==> src/rtl/core/sil_pkg.sv <==
package sil_pkg;

    localparam int STORE_DEPTH = 32;
    localparam int DATA_W      = 32;
    localparam int ADDR_W      = $clog2(STORE_DEPTH);
    localparam int CNT_W       = $clog2(STORE_DEPTH + 1);

    localparam logic [1:0] MODE_INSERT = 2'd0;
    localparam logic [1:0] MODE_READ   = 2'd1;
    localparam logic [1:0] MODE_CLEAR  = 2'd2;

    typedef enum logic
    {
        RD_CUR,
        RD_PREV
    } rd_sel_t;

    typedef enum logic
    {
        WR_SHIFT,
        WR_PLACE
    } wr_sel_t;

    typedef enum logic [1:0]
    {
        OUT_INSERT,
        OUT_EMPTY,
        OUT_ENTRY
    } out_sel_t;

    typedef struct packed
    {
        logic     start;
        logic     rd_en;
        rd_sel_t  rd_sel;
        logic     wr_en;
        wr_sel_t  wr_sel;
        logic     hit;
        logic     idx_inc;
        logic     idx_dec;
        logic     decide;
        logic     count_inc;
        logic     out_load;
        out_sel_t out_sel;
    } cmd_t;

    typedef struct packed
    {
        logic       count_zero;
        logic       full;
        logic       ge;
        logic       idx_last;
        logic       slot_is_count;
        logic       prev_is_slot;
        logic       out_free;
    } sts_t;

endpackage

==> src/rtl/core/sil_in_if.sv <==
interface sil_in_if;
    import sil_pkg::*;

    logic                     valid;
    logic                     ready;
    logic [1:0]               mode;
    logic signed [DATA_W-1:0] value;

    modport source (output valid, output mode, output value, input ready);
    modport sink (input valid, input mode, input value, output ready);
endinterface

==> src/rtl/core/sil_out_if.sv <==
interface sil_out_if;
    import sil_pkg::*;

    logic                     valid;
    logic                     ready;
    logic signed [DATA_W-1:0] out_value;
    logic                     is_last;
    logic                     found_equal;
    logic                     overflow;
    logic                     empty_res;

    modport source
    (
        output valid, output out_value, output is_last, output found_equal,
        output overflow, output empty_res, input ready
    );
    modport sink
    (
        input valid, input out_value, input is_last, input found_equal,
        input overflow, input empty_res, output ready
    );
endinterface

==> src/rtl/core/sil_ram.sv <==
module sil_ram
#(
    parameter int WIDTH = 32,
    parameter int DEPTH = 32
)
(
    input  logic                     clk,
    input  logic                     we,
    input  logic [$clog2(DEPTH)-1:0] waddr,
    input  logic [WIDTH-1:0]         wdata,
    input  logic                     re,
    input  logic [$clog2(DEPTH)-1:0] raddr,
    output logic [WIDTH-1:0]         rdata
);
    logic [WIDTH-1:0] mem [DEPTH];
    logic [WIDTH-1:0] rdata_reg;

    always_ff @(posedge clk)
    begin
        if (we)
        begin
            mem[waddr] <= wdata;
        end
        if (re)
        begin
            rdata_reg <= mem[raddr];
        end
    end

    assign rdata = rdata_reg;
endmodule

==> src/rtl/core/sil_dp.sv <==
module sil_dp
    import sil_pkg::*;
(
    input  logic                     clk,
    input  logic                     rst_n,
    input  logic [1:0]               in_mode,
    input  logic signed [DATA_W-1:0] in_value,
    input  cmd_t                     cmd,
    output sts_t                     sts,
    sil_out_if.source                out
);
    logic signed [DATA_W-1:0] value_reg;
    logic [CNT_W-1:0]         idx_reg;
    logic [CNT_W-1:0]         slot_reg;
    logic [CNT_W-1:0]         count_reg;
    logic                     found_reg;
    logic                     ovf_reg;

    logic                     out_valid_reg;
    logic                     out_valid_next;
    logic signed [DATA_W-1:0] out_value_reg;
    logic                     out_last_reg;
    logic                     out_found_reg;
    logic                     out_ovf_reg;
    logic                     out_empty_reg;

    logic [CNT_W-1:0]  idx_prev;
    logic [CNT_W-1:0]  idx_succ;
    logic [ADDR_W-1:0] raddr;
    logic [ADDR_W-1:0] waddr;
    logic [DATA_W-1:0] wdata;
    logic [DATA_W-1:0] rdata;

    assign idx_prev = idx_reg - CNT_W'(1);
    assign idx_succ = idx_reg + CNT_W'(1);

    always_comb
    begin
        case (cmd.rd_sel)
            RD_CUR:  raddr = idx_reg[ADDR_W-1:0];
            RD_PREV: raddr = idx_prev[ADDR_W-1:0];
            default: raddr = idx_reg[ADDR_W-1:0];
        endcase
        case (cmd.wr_sel)
            WR_SHIFT:
            begin
                waddr = idx_reg[ADDR_W-1:0];
                wdata = rdata;
            end
            WR_PLACE:
            begin
                waddr = slot_reg[ADDR_W-1:0];
                wdata = value_reg;
            end
            default:
            begin
                waddr = idx_reg[ADDR_W-1:0];
                wdata = rdata;
            end
        endcase
    end

    sil_ram
    #(
        .WIDTH (DATA_W),
        .DEPTH (STORE_DEPTH)
    )
    u_ram
    (
        .clk   (clk),
        .we    (cmd.wr_en),
        .waddr (waddr),
        .wdata (wdata),
        .re    (cmd.rd_en),
        .raddr (raddr),
        .rdata (rdata)
    );

    assign sts.count_zero    = (count_reg == '0);
    assign sts.full          = (count_reg == CNT_W'(STORE_DEPTH));
    assign sts.ge            = ($signed(rdata) >= value_reg);
    assign sts.idx_last      = (idx_succ == count_reg);
    assign sts.slot_is_count = (slot_reg == count_reg);
    assign sts.prev_is_slot  = (idx_prev == slot_reg);
    assign sts.out_free      = !out_valid_reg || out.ready;

    // A clear acts in its accept cycle.
    always_ff @(posedge clk or negedge rst_n)
    begin
        if (!rst_n)
        begin
            count_reg <= '0;
        end
        else if (cmd.start && (in_mode == MODE_CLEAR))
        begin
            count_reg <= '0;
        end
        else if (cmd.count_inc)
        begin
            count_reg <= count_reg + CNT_W'(1);
        end
    end

    always_ff @(posedge clk)
    begin
        if (cmd.start)
        begin
            value_reg <= in_value;
            idx_reg   <= '0;
            slot_reg  <= count_reg;
            found_reg <= 1'b0;
        end
        else
        begin
            if (cmd.hit)
            begin
                slot_reg  <= idx_reg;
                found_reg <= (rdata == value_reg);
            end
            if (cmd.decide)
            begin
                idx_reg <= count_reg;
            end
            else if (cmd.idx_inc)
            begin
                idx_reg <= idx_succ;
            end
            else if (cmd.idx_dec)
            begin
                idx_reg <= idx_prev;
            end
        end
        if (cmd.decide)
        begin
            ovf_reg <= sts.full;
        end
    end

    always_comb
    begin
        if (cmd.out_load)
        begin
            out_valid_next = 1'b1;
        end
        else if (out.ready)
        begin
            out_valid_next = 1'b0;
        end
        else
        begin
            out_valid_next = out_valid_reg;
        end
    end

    always_ff @(posedge clk or negedge rst_n)
    begin
        if (!rst_n)
        begin
            out_valid_reg <= 1'b0;
        end
        else
        begin
            out_valid_reg <= out_valid_next;
        end
    end

    always_ff @(posedge clk)
    begin
        if (cmd.out_load)
        begin
            case (cmd.out_sel)
                OUT_INSERT:
                begin
                    out_value_reg <= '0;
                    out_last_reg  <= 1'b1;
                    out_found_reg <= found_reg;
                    out_ovf_reg   <= ovf_reg;
                    out_empty_reg <= 1'b0;
                end
                OUT_EMPTY:
                begin
                    out_value_reg <= '0;
                    out_last_reg  <= 1'b1;
                    out_found_reg <= 1'b0;
                    out_ovf_reg   <= 1'b0;
                    out_empty_reg <= 1'b1;
                end
                OUT_ENTRY:
                begin
                    out_value_reg <= $signed(rdata);
                    out_last_reg  <= sts.idx_last;
                    out_found_reg <= 1'b0;
                    out_ovf_reg   <= 1'b0;
                    out_empty_reg <= 1'b0;
                end
                default:
                begin
                    out_value_reg <= '0;
                    out_last_reg  <= 1'b1;
                    out_found_reg <= 1'b0;
                    out_ovf_reg   <= 1'b0;
                    out_empty_reg <= 1'b0;
                end
            endcase
        end
    end

    assign out.valid       = out_valid_reg;
    assign out.out_value   = out_value_reg;
    assign out.is_last     = out_last_reg;
    assign out.found_equal = out_found_reg;
    assign out.overflow    = out_ovf_reg;
    assign out.empty_res   = out_empty_reg;
endmodule

==> src/rtl/core/sil_ctrl.sv <==
module sil_ctrl
    import sil_pkg::*;
(
    input  logic       clk,
    input  logic       rst_n,
    input  logic       in_valid,
    input  logic [1:0] in_mode,
    output logic       in_ready,
    input  sts_t       sts,
    output cmd_t       cmd
);
    typedef enum logic [10:0]
    {
        ST_IDLE      = 11'b000_0000_0001,
        ST_SRCH_RD   = 11'b000_0000_0010,
        ST_SRCH_CMP  = 11'b000_0000_0100,
        ST_DECIDE    = 11'b000_0000_1000,
        ST_SHIFT_RD  = 11'b000_0001_0000,
        ST_SHIFT_WR  = 11'b000_0010_0000,
        ST_PLACE     = 11'b000_0100_0000,
        ST_RESULT    = 11'b000_1000_0000,
        ST_EMPTY_OUT = 11'b001_0000_0000,
        ST_RD_RD     = 11'b010_0000_0000,
        ST_RD_OUT    = 11'b100_0000_0000
    } state_t;

    state_t state_reg;
    state_t state_next;

    assign in_ready = (state_reg == ST_IDLE);

    always_comb
    begin
        state_next    = state_reg;
        cmd           = '0;
        cmd.rd_sel    = RD_CUR;
        cmd.wr_sel    = WR_SHIFT;
        cmd.out_sel   = OUT_INSERT;
        case (state_reg)
            ST_IDLE:
            begin
                if (in_valid)
                begin
                    cmd.start = 1'b1;
                    if (in_mode == MODE_INSERT)
                    begin
                        state_next = sts.count_zero ? ST_DECIDE : ST_SRCH_RD;
                    end
                    else if (in_mode == MODE_READ)
                    begin
                        state_next = sts.count_zero ? ST_EMPTY_OUT : ST_RD_RD;
                    end
                end
            end
            ST_SRCH_RD:
            begin
                cmd.rd_en  = 1'b1;
                state_next = ST_SRCH_CMP;
            end
            ST_SRCH_CMP:
            begin
                if (sts.ge)
                begin
                    cmd.hit    = 1'b1;
                    state_next = ST_DECIDE;
                end
                else if (sts.idx_last)
                begin
                    state_next = ST_DECIDE;
                end
                else
                begin
                    cmd.idx_inc = 1'b1;
                    state_next  = ST_SRCH_RD;
                end
            end
            ST_DECIDE:
            begin
                cmd.decide = 1'b1;
                if (sts.full)
                begin
                    state_next = ST_RESULT;
                end
                else if (sts.slot_is_count)
                begin
                    state_next = ST_PLACE;
                end
                else
                begin
                    state_next = ST_SHIFT_RD;
                end
            end
            ST_SHIFT_RD:
            begin
                cmd.rd_en  = 1'b1;
                cmd.rd_sel = RD_PREV;
                state_next = ST_SHIFT_WR;
            end
            ST_SHIFT_WR:
            begin
                cmd.wr_en   = 1'b1;
                cmd.wr_sel  = WR_SHIFT;
                cmd.idx_dec = 1'b1;
                state_next  = sts.prev_is_slot ? ST_PLACE : ST_SHIFT_RD;
            end
            ST_PLACE:
            begin
                cmd.wr_en     = 1'b1;
                cmd.wr_sel    = WR_PLACE;
                cmd.count_inc = 1'b1;
                state_next    = ST_RESULT;
            end
            ST_RESULT:
            begin
                if (sts.out_free)
                begin
                    cmd.out_load = 1'b1;
                    cmd.out_sel  = OUT_INSERT;
                    state_next   = ST_IDLE;
                end
            end
            ST_EMPTY_OUT:
            begin
                if (sts.out_free)
                begin
                    cmd.out_load = 1'b1;
                    cmd.out_sel  = OUT_EMPTY;
                    state_next   = ST_IDLE;
                end
            end
            ST_RD_RD:
            begin
                cmd.rd_en  = 1'b1;
                state_next = ST_RD_OUT;
            end
            ST_RD_OUT:
            begin
                // The RAM read register holds its word until the next read.
                if (sts.out_free)
                begin
                    cmd.out_load = 1'b1;
                    cmd.out_sel  = OUT_ENTRY;
                    if (sts.idx_last)
                    begin
                        state_next = ST_IDLE;
                    end
                    else
                    begin
                        cmd.idx_inc = 1'b1;
                        state_next  = ST_RD_RD;
                    end
                end
            end
            default:
            begin
                state_next = ST_IDLE;
            end
        endcase
    end

    always_ff @(posedge clk or negedge rst_n)
    begin
        if (!rst_n)
        begin
            state_reg <= ST_IDLE;
        end
        else
        begin
            state_reg <= state_next;
        end
    end
endmodule

==> src/rtl/core/sorted_insert_list_top.sv <==
// Sorted insert list: keeps up to STORE_DEPTH signed 32-bit values in ascending
// order in a single-port-read RAM. An insert item (mode 0) walks the entries
// from the smallest up to the first one not below its value, or to the end;
// unless the store is full it then moves every entry from that slot on up one
// slot, reading each from the RAM before writing it back, places the value and
// returns one result with found_equal and overflow. A full store skips the move.
// A read-out item (mode 1) emits the entries in order, one per RAM read, and
// flags the last one, or a single empty_res result when nothing is stored.
// A clear item (mode 2) empties the store and returns nothing, as does mode 3.
// One item is worked on at a time; req.ready is high only between items, and a
// finished result waits in the output register.
module sorted_insert_list_top
    import sil_pkg::*;
(
    input  logic      clk,
    input  logic      rst_n,
    sil_in_if.sink    req,
    sil_out_if.source rsp
);
    cmd_t cmd;
    sts_t sts;
    logic in_ready;

    assign req.ready = in_ready;

    sil_ctrl u_ctrl
    (
        .clk      (clk),
        .rst_n    (rst_n),
        .in_valid (req.valid),
        .in_mode  (req.mode),
        .in_ready (in_ready),
        .sts      (sts),
        .cmd      (cmd)
    );

    sil_dp u_dp
    (
        .clk      (clk),
        .rst_n    (rst_n),
        .in_mode  (req.mode),
        .in_value (req.value),
        .cmd      (cmd),
        .sts      (sts),
        .out      (rsp)
    );
endmodule

==> src/flat_wrapper.sv <==
// flat-port wrapper written by rule: the top's interface ports become plain ports
module sorted_insert_list_top_flat import sil_pkg::*;
  (clk, rst_n, req_valid, req_mode, req_value, req_ready, rsp_valid, rsp_out_value, rsp_is_last, rsp_found_equal, rsp_overflow, rsp_empty_res, rsp_ready);
  sil_in_if req_i ();
  sil_out_if rsp_i ();
  input  logic clk;
  input  logic rst_n;
  input wire logic [$bits(req_i.valid)-1:0] req_valid;
  input wire logic [$bits(req_i.mode)-1:0] req_mode;
  input wire logic [$bits(req_i.value)-1:0] req_value;
  output wire logic [$bits(req_i.ready)-1:0] req_ready;
  output wire logic [$bits(rsp_i.valid)-1:0] rsp_valid;
  output wire logic [$bits(rsp_i.out_value)-1:0] rsp_out_value;
  output wire logic [$bits(rsp_i.is_last)-1:0] rsp_is_last;
  output wire logic [$bits(rsp_i.found_equal)-1:0] rsp_found_equal;
  output wire logic [$bits(rsp_i.overflow)-1:0] rsp_overflow;
  output wire logic [$bits(rsp_i.empty_res)-1:0] rsp_empty_res;
  input wire logic [$bits(rsp_i.ready)-1:0] rsp_ready;
  assign req_i.valid = req_valid;
  assign req_i.mode = req_mode;
  assign req_i.value = req_value;
  assign req_ready = req_i.ready;
  assign rsp_valid = rsp_i.valid;
  assign rsp_out_value = rsp_i.out_value;
  assign rsp_is_last = rsp_i.is_last;
  assign rsp_found_equal = rsp_i.found_equal;
  assign rsp_overflow = rsp_i.overflow;
  assign rsp_empty_res = rsp_i.empty_res;
  assign rsp_i.ready = rsp_ready;
  sorted_insert_list_top u_core (.clk(clk), .rst_n(rst_n), .req(req_i), .rsp(rsp_i));
endmodule
==> config.mk <==
export PLATFORM = sky130hd
export DESIGN_NAME = sorted_insert_list_top_flat
export DESIGN_NICKNAME = d
export VERILOG_FILES = /design/src/rtl/core/sil_pkg.sv /design/src/rtl/core/sil_in_if.sv /design/src/rtl/core/sil_out_if.sv /design/src/rtl/core/sil_ram.sv /design/src/rtl/core/sil_dp.sv /design/src/rtl/core/sil_ctrl.sv /design/src/rtl/core/sorted_insert_list_top.sv /design/src/flat_wrapper.sv
export SDC_FILE = /design/constraint.sdc
export NUM_CORES = 1
export LEC_CHECK = 0
export BUFFER_PORTS_ARGS = -buffer_cell sky130_fd_sc_hd__buf_2
export CAP_MARGIN = 25
export CELL_PAD_IN_SITES_DETAIL_PLACEMENT = 1
export CELL_PAD_IN_SITES_GLOBAL_PLACEMENT = 1
export CORE_MARGIN = 3
export CORE_UTILIZATION = 45
export CTS_CLUSTER_SIZE = 40
export DETAILED_ROUTE_END_ITERATION = 12
export GPL_ROUTABILITY_DRIVEN = 0
export PLACE_DENSITY = 0.75
export SYNTH_ARGS = -nofsm -noshare
export SYNTH_HDL_FRONTEND = slang
export SYNTH_SLANG_ARGS = --single-unit
==> constraint.sdc <==
create_clock -name clk -period 5.9 [get_ports clk]
set_input_delay 0.295 -clock clk [delete_from_list [all_inputs] [get_ports clk]]
set_output_delay 0.295 -clock clk [all_outputs]
set_load 0.05 [all_outputs]
==> key figures, run 1 <==
Status
  – Outcome: finished clean

Final layout
  – Fin nets: slightly below 4,000
  – Multi-input gate area: approximately 0.012 mm2
  – Synth-to-Final Area Change: 14.9%
  – N_diodes: 0
  – Filler cell count: 10,300
  – Max FFs per register: 1,024
  – Fraction of final layout cells sized beyond drive strength 1: 12.5%
  – Biggest register: u_core.u_dp.u_ram.mem
  – Register area: between 0.03 and 0.04 mm2

Timing
  – Final setup violation count: 0
  – Rel. slew slack: 26.2%
  – Min Hold Slack: 94.8 ps
  – Max-slew violation count: 0
  – Min cycle time layout: approximately 4600 ps
  – Setup TNS: 0 ps
  – RSZ-0062 raised after global routing: false
  – Max Clk Rate: roughly 220 MHz
  – Crit share post-route: between 70 and 80%
  – Hold Fails Final Rpt: 0
  – Worst-Margin Slew: ~1100 ps
  – Clk_skew: 42.2 ps

Detailed routing
  – Final WL: ~150 mm
  – Via count: around 32,000
  – WL per Instance: between 20 and 30 um
  – First-pass detailed-route iteration total: 6
  – DR DRC count: 0
  – Routed Antenna Nets: 0
  – First-iteration detailed-routing DRC count: approximately 4,000
  – Vias per inst: about 6.1

Global routing
  – Initial antenna violation count: 1
  – First-pass GRT wire length: roughly 220 mm
  – GR Util All Layers: between 20% and 30%
  – Vias in the first global route: approximately 34,000
  – Largest net degree at the start of global routing: around 150
  – GR Overflow Total: 0

Die
  – Die Ht: between 300 and 400 um
  – DIE WIDTH: 331 um
  – Cell row count: between 100 and 150
  – Initial Utilization: 45.6%
  – Die Area: approximately 0.11 mm2
  – Core area: ~0.10 mm2
  – Boundary Pins: 76

Pwr
  – Gate power share: between 20% and 30%
  – Total leakage power: between 15 and 20 nW
  – Internal power: approximately 16 mW
  – Sequential share of power: 40.8%
  – Clk network pwr share: 30.3%
  – Pwr Density: around 440 mW/mm2
  – Net Sw Frac: about a third
  – Switch Pwr: approximately 8 mW
  – IR drop worst, VDD: between 0.3 and 0.4 mV

Synth
  – Cell count after synthesis: ~3,700
  – Async S/R FF share, synth: under 10%
  – Ranking of synthesized cells by area: edfxtp_1, nand2_1, nand3_1
  – Syn. warnings: 0
  – Area leader, netlist: edfxtp_1
  – Top cell type's share of synthesized area: a little under three quarters
  – Syn_area_per_cell: approximately 13 um2
  – Cell variety after synth: 66
  – Post-synthesis cell area: 0.0475 mm2
  – Top_reg_cell synth: edfxtp_1
  – FF+latch count, synth: between 1,000 and 1,500
  – Post-synth EDFFs: ~1,100
  – Syn Nets: approximately 3,700
  – Sequential share of the synthesized area: between 70% and 80%

CTS
  – Post-CTS Setup Bufs: 0
  – Clk_lat worst skew: 720 ps
  – Clk sinks: between 1,000 and 1,500
  – Post-cts resize count: 0
  – Max H-tree Level: 3
  – Clk root buf: clkbuf_16
  – Num CTS Buffers: between 100 and 150
  – CTS tree: yes
  – Clock-pin slew on the worst setup and hold paths: about 70 ps
  – Hold Buf Count CTS: 36
  – CTS Buffer Depth: 3

Hold path
  – HP Class: in2async

Run
  – Max_cap viols: 0

Worst setup path
  – Max FO, Critical Path: 75
  – Crit path arrival time: 5090 ps
  – Crit path kind: reg2reg
  – Setup crit end kind: register
  – CP startpoint kind: register
  – Req. time, crit path: 6390 ps

Place
  – I/O Buffers: between 70 and 80
  – HPWL Detailed: 85.7 mm
## synthesized netlist by cell type (20+ instances only)
cell type / instances
and3_1: 264
nor2_1: 52
a311o_1: 96
buf_2: 90
clkbuf_1: 119
a31oi_1: 37
a311oi_1: 32
edfxtp_1: 1131
o21ai_0: 49
buf_1: 28
a2111oi_2: 32
nand3_1: 367
nand2_1: 1104
inv_1: 44
ha_1: 36
a21oi_1: 20
xnor2_1: 21
## metrics by stage
| step | std cells | power [mW] | cell area [um2] | setup slack (ps) | util [%] |
|---|---|---|---|---|---|
| 3_3_place_gp | 5017 | 16.4 | 50300 | 1520 | 48.3 |
| 3_5_place_dp | 5029 | 16.6 | 50500 | 1400 | 48.5 |
| 6_report | 5282 | 23.9 | 54600 | 1300 | 52.4 |
| 4_1_cts | 5279 | 23.8 | 54500 | 1360 | 52.3 |
| 5_1_grt | 5282 | 24.8 | 54600 | 1060 | 52.4 |
| 2_1_floorplan | 3675 | 14.3 | 47500 | 1730 | - |
## power by group through the flow
stage / registers (mW) / clock network (mW) / logic (mW)
4_1_cts: 9.72 / 7.29 / 6.83
2_1_floorplan: 9.93 / 0 / 4.34
5_1_grt: 9.74 / 7.62 / 7.45
3_5_place_dp: 9.89 / 0 / 6.72
6_report: 9.73 / 7.22 / 6.91
3_3_place_gp: 9.89 / 0 / 6.48
## placed cells by master, fill, tap and decap left out, drive strengths merged, types with 32 or more instances in the layout
master	count
a311oi	32
inv	49
edfxtp	1131
a311o	96
dlygate4sd3	36
a31oi	37
a2111oi	32
clkinv	59
o21ai	50
buf	217
and3	264
nand3	367
ha	36
clkbuf	138
nand2	1104
nor2	52
## metal layers
layer / share of wire (%) / global-route usage, %
met4: 3.5 / 10.2
met3: 7.9 / 4.24
met5: 0 / 0
met1: 41 / 37.1
met2: 48 / 44.9
## worst paths after layout
| check | from | end | slack, ps | cells after the start |
|---|---|---|---|---|
| hold / removal | rst_n | u_core.u_ctrl.state_reg[7]$_DFFE_PN0P_ | 90 | 2 |
| setup / recovery | u_core.u_ctrl.state_reg[1]$_DFFE_PN0P_ | u_core.u_dp.u_ram.rdata[10]$_DFFE_PP_ | 1300 | 11 |
| setup reg to reg | u_core.u_ctrl.state_reg[1]$_DFFE_PN0P_ | u_core.u_dp.u_ram.rdata[10]$_DFFE_PP_ | 1300 | 11 |
| min in group clk | rsp_ready | u_core.u_dp.out.valid$_DFFE_PN0P_ | 190 | 4 |
| hold reg to reg | u_core.u_dp.found_reg$_SDFFE_PP0P_ | u_core.u_dp.found_reg$_SDFFE_PP0P_ | 530 | 2 |
| max in group asynchronous | rst_n | u_core.u_ctrl.state_reg[0]$_DFFE_PN1P_ | 5460 | 2 |
## worst max-delay path, cell delays in order, from the launching register on
cell	delay, ps
dfrtp_1	420
nor4_1	450
nor4b_4	380
nand3b_4	360
xnor2_4	840
buf_12	300
buf_12	330
nand2_1	90
and3_1	190
a311o_1	320
and3_1	210
a2111oi_2	360
## cells by family (layout without fill, tap and decap cells)
| logic type | Yosys count | count (layout) | synth area share (%) |
|---|---|---|---|
| simple gates | 1859 | 1859 | 17.6 |
| buf+inv | 285 | 512 | 2.52 |
| mux | 2 | 2 | 0.0421 |
| xor+xnor | 37 | 37 | 0.819 |
| compound gates | 300 | 300 | 5.42 |
| fa+ha+maj | 36 | 36 | 0.947 |
| flops | 1156 | 1156 | 72.7 |
## layout make-up
class	instances	area share (%)
clock buffer	138	5.62
clock inverter	76	1.09
inverter	45	0.309
multi-input combinational	2234	22.4
sequential	1156	63.3
tap	1380	3.16
timing repair buffer	253	4.13
No activity file was read; power rests on OpenSTA's default activity.
==> run 2: changes to the inputs <==
--- a/config.mk
+++ b/config.mk
@@ -14,7 +14,7 @@
 export CTS_CLUSTER_SIZE = 40
 export DETAILED_ROUTE_END_ITERATION = 12
 export GPL_ROUTABILITY_DRIVEN = 0
-export PLACE_DENSITY = 0.75
+export PLACE_DENSITY = 0.78
 export SYNTH_ARGS = -nofsm -noshare
 export SYNTH_HDL_FRONTEND = slang
 export SYNTH_SLANG_ARGS = --single-unit
==> constraint.sdc (replaced) <==
create_clock -name clk -period 4.2 [get_ports clk]
set_input_delay 0.21 -clock clk [delete_from_list [all_inputs] [get_ports clk]]
set_output_delay 0.21 -clock clk [all_outputs]
set_load 0.05 [all_outputs]
==> run 2 against run 1 <==
  * Register-to-register slack lost 1200 ps
  * Combinational power grew 48%
  * Worst setup slack lost 1200 ps
  * First-iteration DRC count grew 12%
  * Utilization grew 0.44 points
  * Clock power grew 40%
  * Sequential power grew 40%
  * Total power grew 42%
==> key figures, run 2 (same netlist as run 1, synthesis figures left out) <==
Status
  – Outcome: finished clean

Detailed routing
  – First-pass detailed-route iteration total: 5 (-1)
  – Via count: 32,900 (+1.9%)
  – DR DRC count: 0 (unchanged)
  – Routed Antenna Nets: 0 (unchanged)
  – First-iteration detailed-routing DRC count: 4,399 (+12%)
  – Final WL: 155 mm (+2.7%)
  – WL per Instance: 29.3 um (+2.3%)
  – Vias per inst: 6.20 (+1.4%)

Pwr
  – Switch Pwr: 11.6 mW (+43%)
  – IR drop worst, VDD: 0.500 mV (+55%)
  – Internal power: 22.4 mW (+42%)
  – Pwr Density: 616 mW/mm2 (+41%)
  – Total leakage power: 19.7 nW (+1.1%)
  – Net Sw Frac: 34.1% (+0.12 points)
  – Clk network pwr share: 29.7% (-0.6 points)
  – Sequential share of power: 40.2% (-0.6 points)
  – Design Power: 33.9 mW (+42%)
  – Gate power share: 30.1% (+1.1 points)

Die
  – Die Area: 0.110 mm2 (unchanged)
  – Initial Utilization: 45.6% (unchanged)
  – Die Ht: 331 um (unchanged)
  – Core area: 0.104 mm2 (unchanged)
  – Cell row count: 118 (unchanged)
  – Boundary Pins: 76 (unchanged)
  – DIE WIDTH: 331 um (unchanged)

Timing
  – Final setup violation count: 0 (unchanged)
  – Fin worst setup slack: 125 ps (-1180 ps)
  – Min Hold Slack: 38.2 ps (-56.6 ps)
  – Worst-Margin Slew: 1040 ps (-67.5 ps)
  – Max Clk Rate: 245 MHz (+13%)
  – Clk_skew: 27.2 ps (-15.0 ps)
  – Min cycle time layout: 4080 ps (-524 ps)
  – Max-slew violation count: 0 (unchanged)
  – Setup TNS: 0 ps (unchanged)
  – Rel. slew slack: 30.8% (+4.6 points)
  – Hold Fails Final Rpt: 0 (unchanged)
  – Crit share post-route: 97.0% (+19 points)

CTS
  – Max H-tree Level: 3 (unchanged)
  – Clk sinks: 1,156 (unchanged)
  – CTS tree: yes
  – CTS Buffer Depth: 3 (unchanged)
  – Clk_lat worst skew: 710 ps (about the same)
  – Num CTS Buffers: 115 (-3.4%)
  – Clock-pin slew on the worst setup and hold paths: 60 ps (about the same)
  – Clk root buf: clkbuf_16

Final layout
  – Final instance count without filler cells: 5,303 (+0.40%)
  – Final Util: 52.8% (+0.44 points)
  – Fraction of final layout cells sized beyond drive strength 1: 13.0% (+0.44 points)
  – Most common cell after layout, fill and taps aside: edfxtp_1
  – Most frequent cells in the layout: edfxtp_1, nand2_1, nand3_1
  – Fin nets: 3,904 (+0.54%)
  – Max FFs per register: 1,024 (unchanged)
  – Synth-to-Final Area Change: 15.8%
  – N_diodes: 0 (unchanged)
  – Layout Cell Area excl Fill: 0.0551 mm2 (+0.85%)
  – Filler cell count: 10,300 (-0.55%)
  – Biggest register: u_core.u_dp.u_ram.mem

Worst setup path
  – Worst path max stage delay: 700 ps (-140 ps)
  – Req. time, crit path: 4590 ps (-1800 ps)
  – Crit path kind: reg2reg
  – Max FO, Critical Path: 85 (+13%)
  – Setup crit end kind: register
  – Crit-path cells: or3_4, nor4b_4, nand3b_4, buf_4, nor2_1, xnor2_2, buf_12, nand3_1, and3_1, a2111oi_4
  – Worst path slowest cell: a2111oi_4
  – CP top delay family: simple AND/OR/NAND/NOR gates
  – Crit path arrival time: 4470 ps (-620 ps)
  – CP startpoint kind: register
  – CP Buf/Inv Count: 2 (unchanged)

Global routing
  – First-pass GRT wire length: 226 mm (+2.1%)
  – GR Overflow Total: 0 (unchanged)
  – Initial antenna violation count: 5 (+4)
  – GR Util All Layers: 28.0% (+0.62 points)
  – Largest net degree at the start of global routing: 86 (-44%)
  – Vias in the first global route: 34,500 (+2.8%)

Place
  – HPWL Detailed: 84.9 mm (-0.90%)
  – Pre-CTS setup slack: -171 ps (-1570 ps)
  – Area after DPL: 0.0509 mm2 (+0.87%)
  – I/O Buffers: 75 (unchanged)
  – Inst Count DP: 5,054 (+0.50%)

Run
  – Max_cap viols: 0 (unchanged)

Hold path
  – HP Class: in2async
==> run 2: changes by cell type in the layout (fill, tap and decap cells not counted), moves of 3 or more <==
cell        before  now
a2111oi_2       32   27
a2111oi_4        0    5
buf_12          27   52
buf_4          103  109
buf_8            8    1
clkbuf_1        18   22
clkinv_1        34   28
clkinv_2        23   26
clkinvlp_4       6    3
o21ai_1         10   13
==> run 2: power by group through the flow <==
stage          clock network (mW)  registers [mW]  logic (mW)
2_1_floorplan                   0            13.9        6.09
3_3_place_gp                    0            13.8        9.40
3_5_place_dp                    0            13.8        9.78
4_1_cts                      10.2            13.6        10.0
5_1_grt                      10.7            13.6        11.0
6_report                     10.1            13.6        10.2
==> run 2: final timing paths <==
check	to	slack (ps)	cells past startpoint	from
worst max register to register	u_core.u_dp.u_ram.rdata[11]$_DFFE_PP_	120	10	u_core.u_ctrl.state_reg[7]$_DFFE_PN0P_
worst max-delay path	u_core.u_dp.u_ram.rdata[11]$_DFFE_PP_	120	10	u_core.u_ctrl.state_reg[7]$_DFFE_PN0P_
min in group clk	u_core.u_dp.out.valid$_DFFE_PN0P_	150	4	rsp_ready
worst min-delay path	u_core.u_ctrl.state_reg[5]$_DFFE_PN0P_	40	2	rst_n
worst min register to register	u_core.u_dp.found_reg$_SDFFE_PP0P_	490	2	u_core.u_dp.found_reg$_SDFFE_PP0P_
max in group asynchronous	u_core.u_ctrl.state_reg[0]$_DFFE_PN1P_	3820	2	rst_n
==> run 2: repair_timing <==
item | 4_1_cts | 5_1_grt
pin swaps | 0 | 2
endpoints found under the hold margin | 60 | 0
gates resized for setup | 2 | 7
endpoints found under the setup margin | 2 | 6
buffers inserted | 0 | 1
cloned | 0 | 1
hold buffers | 37 | 0
==> run 2: cell type report <==
class	instances	area [um2]	area share, %
sequential	1156	34600	62.8
multi-input combinational	2234	12300	22.3
clock buffer	140	3040	5.51
timing repair buffer	278	2710	4.92
tap	1380	1730	3.14
clock inverter	70	589	1.07
inverter	45	169	0.307
==> run 2: per-layer routing <==
metal | global-route usage, % | wire, um | vias up
met5 | 0 | 14 | -
met4 | 13.3 | 7540 | 2
met3 | 4.45 | 13900 | 423
li1 | - | - | 13800
met1 | 36.0 | 58300 | 16800
met2 | 46.7 | 75300 | 1818
